==> config.mk <==
export PLATFORM = sky130hd
export DESIGN_NAME = coordinate_seeded_height_displacement_top
export DESIGN_NICKNAME = d
export VERILOG_FILES = /design/src/rtl/core/csh_pkg.sv /design/src/rtl/core/csh_ctrl.sv /design/src/rtl/core/csh_dp.sv /design/src/rtl/core/coordinate_seeded_height_displacement_top.sv
export VERILOG_INCLUDE_DIRS = /design/src /design/src/rtl/core
export SDC_FILE = /design/constraint.sdc
export NUM_CORES = 1
export LEC_CHECK = 0
export ABC_AREA = 1
export BUFFER_PORTS_ARGS = -buffer_cell sky130_fd_sc_hd__buf_2
export CORE_MARGIN = 8
export CORE_UTILIZATION = 40
export DETAILED_ROUTE_END_ITERATION = 7
export HOLD_SLACK_MARGIN = 0.03
export PLACE_DENSITY_LB_ADDON = 0.3
export SKIP_LAST_GASP = 1
export SLEW_MARGIN = 40
export SYNTH_ARGS = -nofsm -noshare
export SYNTH_HDL_FRONTEND = slang
export SYNTH_SLANG_ARGS = --single-unit
export TNS_END_PERCENT = 10
==> constraint.sdc <==
create_clock -name clk -period 7.1 [get_ports clk]
set_input_delay 1.775 -clock clk [delete_from_list [all_inputs] [get_ports clk]]
set_output_delay 1.775 -clock clk [all_outputs]
set_load 0.05 [all_outputs]
==> src/rtl/core/coordinate_seeded_height_displacement_top_defines.svh <==
// Assertion macros used by the height displacement RTL.
`ifndef COORDINATE_SEEDED_HEIGHT_DISPLACEMENT_TOP_DEFINES_SVH
`define COORDINATE_SEEDED_HEIGHT_DISPLACEMENT_TOP_DEFINES_SVH

`ifndef NO_ASSERTIONS
// Check a property on clk, quiet while arst_n is low.
`define CSH_ASSERT(label, prop) \
	label: assert property (@(posedge clk) disable iff (!arst_n) (prop)) \
		else $error("csh assertion failed");
// Check that a condition never holds.
`define CSH_ASSERT_NEVER(label, cond) \
	`CSH_ASSERT(label, !(cond))
`else
`define CSH_ASSERT(label, prop)
`define CSH_ASSERT_NEVER(label, cond)
`endif

`endif

==> src/rtl/core/csh_pkg.sv <==
`timescale 1ns / 1ps
package csh_pkg;

	localparam logic [15:0] LCG_MUL      = 16'h7ABD;
	localparam logic [15:0] LCG_ADD      = 16'h1B0F;
	localparam logic [15:0] POLE_Y       = 16'h03C0;
	localparam logic [15:0] POLE_MIRROR  = 16'h0781;
	localparam logic [15:0] POLE_SHIFT_X = 16'h0480;
	localparam logic [15:0] ANCHOR_RANGE = 16'hFFFE;
	localparam logic [15:0] ANCHOR_LOW   = 16'h0001;
	localparam logic signed [15:0] HEIGHT_MAX = 16'sd127;
	localparam logic signed [15:0] HEIGHT_MIN = -16'sd127;

	localparam int CFG_IDX_W = 4;
	localparam logic [CFG_IDX_W-1:0] CFG_ANCHOR_ENABLE = 4'd0;
	localparam logic [CFG_IDX_W-1:0] CFG_X_ORIGIN      = 4'd1;
	localparam logic [CFG_IDX_W-1:0] CFG_Y_ORIGIN      = 4'd2;
	localparam logic [CFG_IDX_W-1:0] CFG_GLOBAL_SEED   = 4'd3;

	typedef enum logic [3:0] {
		S_IDLE,
		S_Y_LCG,
		S_Y_DRAW,
		S_X_LCG,
		S_X_DRAW,
		S_MIX,
		S_LCG,
		S_DRAW,
		S_SUM
	} state_t;

	typedef enum logic [3:0] {
		STEP_NONE,
		STEP_Y_LCG,
		STEP_Y_DRAW,
		STEP_X_LCG,
		STEP_X_DRAW,
		STEP_MIX,
		STEP_LCG,
		STEP_DRAW,
		STEP_SUM
	} step_t;

	typedef struct packed {
		logic  load;
		step_t step;
		logic  out_load;
	} cmd_t;

	typedef struct packed {
		logic anchor;
	} status_t;

endpackage

==> src/rtl/core/csh_ctrl.sv <==
`timescale 1ns / 1ps
`include "coordinate_seeded_height_displacement_top_defines.svh"
module csh_ctrl (
	input  logic             clk,
	input  logic             arst_n,
	input  logic             in_valid,
	output logic             in_ready,
	output logic             out_valid,
	input  logic             out_ready,
	input  csh_pkg::status_t status,
	output csh_pkg::cmd_t    cmd
);
	import csh_pkg::*;

	state_t state_q;
	state_t state_next;
	logic   out_valid_q;
	logic   accept;
	logic   out_free;

	assign accept   = in_valid && in_ready;
	assign out_free = !out_valid_q || out_ready;

	// Advance the sequence over the shared multiplier
	always_comb begin
		state_next = state_q;
		unique case (state_q)
			S_IDLE: begin
				if (accept) begin
					state_next = status.anchor ? S_Y_LCG : S_LCG;
				end
			end
			S_Y_LCG:  state_next = S_Y_DRAW;
			S_Y_DRAW: state_next = S_X_LCG;
			S_X_LCG:  state_next = S_X_DRAW;
			S_X_DRAW: state_next = S_MIX;
			S_MIX:    state_next = S_LCG;
			S_LCG:    state_next = S_DRAW;
			S_DRAW:   state_next = S_SUM;
			S_SUM: begin
				if (out_free) begin
					state_next = S_IDLE;
				end
			end
			default:  state_next = S_IDLE;
		endcase
	end

	// Drive datapath commands
	always_comb begin
		in_ready     = (state_q == S_IDLE);
		cmd.load     = accept;
		cmd.out_load = 1'b0;
		cmd.step     = STEP_NONE;
		unique case (state_q)
			S_IDLE:   cmd.step = STEP_NONE;
			S_Y_LCG:  cmd.step = STEP_Y_LCG;
			S_Y_DRAW: cmd.step = STEP_Y_DRAW;
			S_X_LCG:  cmd.step = STEP_X_LCG;
			S_X_DRAW: cmd.step = STEP_X_DRAW;
			S_MIX:    cmd.step = STEP_MIX;
			S_LCG:    cmd.step = STEP_LCG;
			S_DRAW:   cmd.step = STEP_DRAW;
			S_SUM: begin
				cmd.step     = STEP_SUM;
				cmd.out_load = out_free;
			end
			default:  cmd.step = STEP_NONE;
		endcase
	end

	// Hold state and result valid flag
	always_ff @(posedge clk or negedge arst_n) begin
		if (!arst_n) begin
			state_q     <= S_IDLE;
			out_valid_q <= 1'b0;
		end else begin
			state_q <= state_next;
			if (cmd.out_load) begin
				out_valid_q <= 1'b1;
			end else if (out_ready) begin
				out_valid_q <= 1'b0;
			end
		end
	end

	assign out_valid = out_valid_q;

	`CSH_ASSERT(a_anchor_start, accept && status.anchor |=> state_q == S_Y_LCG)
	`CSH_ASSERT(a_idle_holds, state_q == S_IDLE && !accept |=> state_q == S_IDLE)
	`CSH_ASSERT_NEVER(a_no_overwrite, cmd.out_load && out_valid_q && !out_ready)
	`CSH_ASSERT(a_sum_delivers,
		state_q == S_SUM && out_free |=> out_valid_q && state_q == S_IDLE)

endmodule

==> src/rtl/core/csh_dp.sv <==
`timescale 1ns / 1ps
module csh_dp (
	input  logic                               clk,
	input  logic                               arst_n,
	input  logic                               cfg_valid,
	output logic                               cfg_ready,
	input  logic [csh_pkg::CFG_IDX_W-1:0]      cfg_index,
	input  logic [15:0]                        cfg_data,
	input  logic signed [7:0]                  base_height,
	input  logic [15:0]                        cell_x,
	input  logic [15:0]                        cell_y,
	input  logic [14:0]                        spread,
	input  csh_pkg::cmd_t                      cmd,
	output csh_pkg::status_t                   status,
	output logic signed [7:0]                  height
);
	import csh_pkg::*;

	logic              anchor_enable_q;
	logic [15:0]       x_origin_q;
	logic [15:0]       y_origin_q;
	logic [15:0]       global_seed_q;
	logic [15:0]       seed_q;
	logic [15:0]       x_q;
	logic [15:0]       y_q;
	logic signed [7:0] base_q;
	logic [14:0]       spread_q;
	logic [15:0]       r1_q;
	logic [31:0]       prod_q;
	logic signed [7:0] height_q;

	logic [15:0]        x_sum;
	logic [15:0]        y_sum;
	logic [15:0]        x_fold;
	logic [15:0]        y_fold;
	logic [15:0]        lcg_next;
	logic [15:0]        draw_hi;
	logic [15:0]        mul_a;
	logic [15:0]        mul_b;
	logic               mul_en;
	logic [15:0]        disp;
	logic signed [15:0] sum;
	logic signed [7:0]  clamped;

	assign cfg_ready     = 1'b1;
	assign status.anchor = anchor_enable_q;

	// Configuration registers
	always_ff @(posedge clk or negedge arst_n) begin
		if (!arst_n) begin
			anchor_enable_q <= 1'b0;
			x_origin_q      <= '0;
			y_origin_q      <= '0;
			global_seed_q   <= '0;
		end else if (cfg_valid) begin
			unique case (cfg_index)
				CFG_ANCHOR_ENABLE: anchor_enable_q <= cfg_data[0];
				CFG_X_ORIGIN:      x_origin_q      <= cfg_data;
				CFG_Y_ORIGIN:      y_origin_q      <= cfg_data;
				CFG_GLOBAL_SEED:   global_seed_q   <= cfg_data;
				default: ;
			endcase
		end
	end

	// Offset the coordinates and fold y over the poles
	always_comb begin
		x_sum  = cell_x + x_origin_q;
		y_sum  = cell_y + y_origin_q;
		x_fold = x_sum;
		y_fold = y_sum;
		if (y_sum[15]) begin
			y_fold = ~y_sum;
			x_fold = x_sum + POLE_SHIFT_X;
		end else if (y_sum >= POLE_Y) begin
			y_fold = POLE_MIRROR - y_sum;
			x_fold = x_sum + POLE_SHIFT_X;
		end
	end

	// Finish the pending LCG step and read the draw's high half
	assign lcg_next = prod_q[15:0] + LCG_ADD;
	assign draw_hi  = prod_q[31:16];

	// Select multiplier operands
	always_comb begin
		mul_a  = seed_q;
		mul_b  = LCG_MUL;
		mul_en = 1'b0;
		unique case (cmd.step) inside
			STEP_Y_LCG: begin
				mul_a  = y_q;
				mul_en = 1'b1;
			end
			STEP_Y_DRAW, STEP_X_DRAW: begin
				mul_a  = lcg_next;
				mul_b  = ANCHOR_RANGE;
				mul_en = 1'b1;
			end
			STEP_X_LCG: begin
				mul_a  = x_q;
				mul_en = 1'b1;
			end
			STEP_LCG: begin
				mul_en = 1'b1;
			end
			STEP_DRAW: begin
				mul_a  = lcg_next;
				mul_b  = {spread_q, 1'b0};
				mul_en = 1'b1;
			end
			default: ;
		endcase
	end

	// Capture the item, run the multiplier, update the seed
	always_ff @(posedge clk) begin
		if (cmd.load) begin
			x_q      <= x_fold;
			y_q      <= y_fold;
			base_q   <= base_height;
			spread_q <= spread;
		end
		if (mul_en) begin
			prod_q <= mul_a * mul_b;
		end
		if (cmd.step == STEP_X_LCG) begin
			r1_q <= draw_hi + ANCHOR_LOW;
		end
	end

	always_ff @(posedge clk or negedge arst_n) begin
		if (!arst_n) begin
			seed_q <= '0;
		end else if (cmd.step == STEP_MIX) begin
			seed_q <= (draw_hi + ANCHOR_LOW) ^ r1_q ^ global_seed_q;
		end else if (cmd.step == STEP_DRAW) begin
			seed_q <= lcg_next;
		end
	end

	// Add displacement to the base and clamp
	always_comb begin
		disp = draw_hi - {1'b0, spread_q};
		sum  = $signed(disp + {{8{base_q[7]}}, base_q});
		if (sum > HEIGHT_MAX) begin
			clamped = HEIGHT_MAX[7:0];
		end else if (sum < HEIGHT_MIN) begin
			clamped = HEIGHT_MIN[7:0];
		end else begin
			clamped = sum[7:0];
		end
	end

	// Hold the result until transfer
	always_ff @(posedge clk) begin
		if (cmd.out_load) begin
			height_q <= clamped;
		end
	end

	assign height = height_q;

endmodule

==> src/rtl/core/coordinate_seeded_height_displacement_top.sv <==
`timescale 1ns / 1ps
// Coordinate-seeded height displacement: each accepted item (base height, cell x/y,
// spread) yields one height = clamp(base + draw(-spread..spread-1), +/-127). With
// anchor_enable set the seed is rebuilt from the folded cell coordinates and the
// global seed, otherwise the running seed continues. One 16x16 multiplier is shared
// by every LCG step and draw, one product per cycle. An item runs the y and x anchor
// LCG steps, draws and seed mix if anchoring is on, then the LCG step, draw and sum;
// the next item is taken in the cycle after the result enters the output register,
// even if it has not been transferred. A result still waiting when the next item
// finishes holds that item in its last step until the transfer. The user must write
// configuration through cfg_valid/cfg_index/cfg_data while idle; nothing checks it.
module coordinate_seeded_height_displacement_top (
	input  logic                          clk,
	input  logic                          arst_n,
	input  logic                          cfg_valid,
	output logic                          cfg_ready,
	input  logic [csh_pkg::CFG_IDX_W-1:0] cfg_index,
	input  logic [15:0]                   cfg_data,
	input  logic                          in_valid,
	output logic                          in_ready,
	input  logic signed [7:0]             base_height,
	input  logic [15:0]                   cell_x,
	input  logic [15:0]                   cell_y,
	input  logic [14:0]                   spread,
	output logic                          out_valid,
	input  logic                          out_ready,
	output logic signed [7:0]             height
);
	import csh_pkg::*;

	cmd_t    cmd;
	status_t status;

	csh_ctrl u_ctrl (
		.clk       (clk),
		.arst_n    (arst_n),
		.in_valid  (in_valid),
		.in_ready  (in_ready),
		.out_valid (out_valid),
		.out_ready (out_ready),
		.status    (status),
		.cmd       (cmd)
	);

	csh_dp u_dp (
		.clk         (clk),
		.arst_n      (arst_n),
		.cfg_valid   (cfg_valid),
		.cfg_ready   (cfg_ready),
		.cfg_index   (cfg_index),
		.cfg_data    (cfg_data),
		.base_height (base_height),
		.cell_x      (cell_x),
		.cell_y      (cell_y),
		.spread      (spread),
		.cmd         (cmd),
		.status      (status),
		.height      (height)
	);

endmodule

==> key figures <==
Outcome
  – Status: complete, no violations

Floorplan
  – Core Area: 50,200 um^2
  – Core Rows: between 80 and 90
  – Die H: 241 um
  – Io pins: 91
  – Die width: about 240 um
  – Die area: 58,200 um^2
  – Initial core utilization: 0.405

Drt
  – Metal3 WL: between 3000 and 4000 um
  – DRT antenna net count: 0
  – Total Wirelength: 61,100 um
  – Vias per cell: 5.07
  – WL met2: 28,900 um
  – Routed WL per cell: about 18 um
  – Top sig layer: met4
  – TritonRoute pass-1 iters: 7
  – Met1 wire length: about 27,000 um
  – Iter 0 DRT Violations: 1,164
  – Via count: roughly 17,000
  – DRC viols: 0

Logic synthesis
  – Ys async rst share: 0.387
  – Yosys warnings: 0
  – Synthesized flop and latch total: 181
  – Distinct cell type count after synthesis: between 50 and 60
  – Post-Syn Nets: 3,039
  – Sequential area share after synthesis: 0.250
  – Cell area after synthesis: approximately 20,000 um^2
  – Gate Count Post-Synth: about 2,600
  – Avg Cell Area, Syn: 7.83 um^2
  – Post-synth EDFFs: 111
  – Ys flop type: edfxtp_1

Hold path
  – Hold path endpoint: u_dp.x_origin_q[13]$_DFFE_PN0P_
  – Hold wc startpoint: u_dp.x_origin_q[13]$_DFFE_PN0P_
  – Hold Crit Class: reg -> reg
  – Hold depth: 2

Worst setup path
  – Buf+Inv Stages, Crit Path: 8
  – Crit-path max FO: 7
  – Most common cell on crit path: inv_1
  – Family with the most delay on the worst path: adder cells
  – CP Class: reg -> reg
  – CP required: ~7.3 ns
  – CP arrival: approximately 7.1 ns
  – CP max stage cell: fa_1
  – Worst r2r dst: u_dp.prod_q[31]$_DFFE_PP_
  – Path depth of the worst reg2reg path: 28
  – CP endpoint kind: flip-flop
  – Worst reg-to-reg setup slack: ~0.23 ns
  – RR Startpoint: u_dp.prod_q[0]$_DFFE_PP_
  – CP max stage delay: approximately 0.55 ns
  – Critical Path Source Type: flip-flop

CTS
  – Clk buf depth: 2
  – CTS tree: done
  – Inserted Clock Buffers: 17
  – Clock latency at the later pin of the worst-skew pair: roughly 0.46 ns
  – Clock-pin slew on the worst setup and hold paths: about 0.070 ns
  – Total clock sinks: approximately 180
  – H-tree depth: 4
  – Clock root cell: clkbuf_16

Placed design
  – DP Worst Slack: -0.0991 ns
  – Dpl hpwl: roughly 52,000 um
  – Gpl congestion: between 0.9 and 1
  – I/O Buffers: slightly below 90
  – DP Area: between 20,000 and 25,000 um^2

STA
  – Skew final: between 0.02 and 0.025 ns
  – Fin crit share: 0.968
  – Min Tclk post-route: between 6 and 7 ns
  – Hold Fails Final Rpt: 0
  – Pins Over Slew Limit: 0
  – Worst rel slew slack: 0.505
  – Maximum clock rate: 146 MHz
  – Fin worst setup slack: ~0.23 ns
  – Unrepaired setup endpoints after global routing: true
  – Setup violators final: 0
  – Worst-Margin Slew: 0.740 ns

GRT
  – Initial antenna violation count: 0
  – First-pass GRT wire length: 97,200 um
  – Vias in the first global route: 17,700
  – Largest net degree at the start of global routing: 71
  – GRT Total Usage: 0.215
  – Grt total ovfl: 0

Flow run
  – Max_cap viols: 0

Finish
  – Nets@finish: 3,196
  – Final instance area: about 23,000 um^2
  – Area growth, synth to finish: 13.0%
  – Layout cells sized above 1: 0.106
==> cell type report <==
type,instances,area (um^2)
fill,4933,27200
multi-input combinational,1796,13000
sequential,181,5090
inverter,575,2170
timing repair buffer,180,1170
tap,672,841
clock buffer,17,425
clock inverter,15,219
antenna,1,2.50
==> Yosys cell counts (6+ instances only) <==
cell	n	share of area
xor2_1	57	0.025
or2_2	9	0.0028
nand4_1	24	0.0074
inv_1	560	0.10
inv_2	6	0.0011
dfrtp_1	70	0.086
nand3_1	156	0.038
o221ai_1	7	0.0030
ha_1	154	0.095
edfxtp_1	111	0.16
nor2_1	215	0.040
nor3_1	21	0.0052
o21ai_0	91	0.022
nand2_1	657	0.12
a221oi_1	6	0.0026
fa_1	211	0.21
clkinv_1	8	0.0015
xnor2_1	31	0.013
buf_2	10	0.0025
clkbuf_1	22	0.0041
a21oi_1	91	0.022
o21bai_1	8	0.0030
==> sequential cells by signal (all words and copies together) (netlist names) <==
register / count
u_ctrl.out_valid: 1
u_ctrl.state_q: 4
u_dp.base_q: 8
u_dp.global_seed_q: 16
u_dp.height: 8
u_dp.prod_q: 32
u_dp.r1_q: 16
u_dp.seed_q: 16
u_dp.spread_q: 15
u_dp.status: 1
u_dp.x_origin_q: 16
u_dp.x_q: 16
u_dp.y_origin_q: 16
u_dp.y_q: 16
==> worst max-delay path by stage <==
stage	from	endpoint	slack, ns	cells after the start
2_1_floorplan	u_ctrl.state_q[2]$_DFFE_PN0P_	u_dp.prod_q[22]$_DFFE_PP_	0.64	28
3_3_place_gp	u_ctrl.state_q[3]$_DFFE_PN0P_	u_dp.prod_q[28]$_DFFE_PP_	-0.11	33
3_5_place_dp	u_ctrl.state_q[3]$_DFFE_PN0P_	u_dp.prod_q[24]$_DFFE_PP_	-0.1	32
4_1_cts	u_ctrl.state_q[3]$_DFFE_PN0P_	u_dp.prod_q[21]$_DFFE_PP_	-0.01	29
5_1_grt	u_ctrl.state_q[3]$_DFFE_PN0P_	u_dp.prod_q[30]$_DFFE_PP_	-0.08	30
6_report	u_dp.prod_q[0]$_DFFE_PP_	u_dp.prod_q[31]$_DFFE_PP_	0.23	28
==> layout by cell type, fill, tap and decap left out, types with 5 or more instances in the layout <==
cell type	synthesis	layout
inv_2	6	6
xnor2_1	31	31
a21oi_1	91	85
dfrtp_1	70	69
inv_1	560	558
buf_4	5	87
o221ai_1	7	7
edfxtp_1	111	111
xor2_1	57	56
nor2_2	4	6
fa_1	211	210
ha_1	154	150
or2_2	9	9
nand4_1	24	24
clkinv_1	8	8
nand3_2	1	6
clkbuf_16	0	17
nand2_1	657	652
a21oi_2	4	10
nand2_2	3	8
clkinv_4	0	5
nand3_1	156	150
o21bai_1	8	6
buf_2	10	88
nor3_1	21	21
nor2_1	215	212
o21ai_0	91	88
==> worst min-delay path, cell delays in order (launching register included) <==
cell and delay (ns):
dfrtp_1 0.35, nand2_1 0.05, o21ai_0 0.06
==> through the flow <==
step | TNS (ns) | hold WS, ns | util | std cells
after global routing | -0.126 | 0.519 | 0.458 | 3436
after floorplan | 0 | 0.441 | - | 2594
after CTS | -0.0280 | 0.496 | 0.452 | 3424
final | 0 | 0.496 | 0.458 | 3437
after global placement | -0.381 | 0.471 | 0.439 | 3392
after detailed placement | -0.457 | 0.478 | 0.439 | 3392
==> cell families (layout without fill, tap and decap cells) <==
kind of cell | count (synthesis) | count (layout) | share of synthesized area
flops | 181 | 181 | 0.250
compound gates | 240 | 241 | 0.0694
xor+xnor | 88 | 88 | 0.0380
fa+ha+maj | 365 | 365 | 0.303
simple gates | 1101 | 1101 | 0.221
buf+inv | 618 | 787 | 0.118
other cells | 1 | 2 | 0.000185
==> timing repair <==
item / 4_1_cts / 5_1_grt
hold buffers: 0 / 0
gates resized for setup: 3 / 45
buffers inserted: 0 / 11
pin swaps: 0 / 7
cloned: 0 / 1
setup endpoints to repair: 12 / 20
==> metal layers <==
metal  vias to the layer above  global-route usage
li1                       8337                   -
met1                      8398               0.281
met2                       594               0.360
met3                       102              0.0364
met4                         0              0.0702
met5                         -                   0
Power is not shown: default switching activity piles up to over one toggle a cycle in this logic, so the estimate is an artifact.
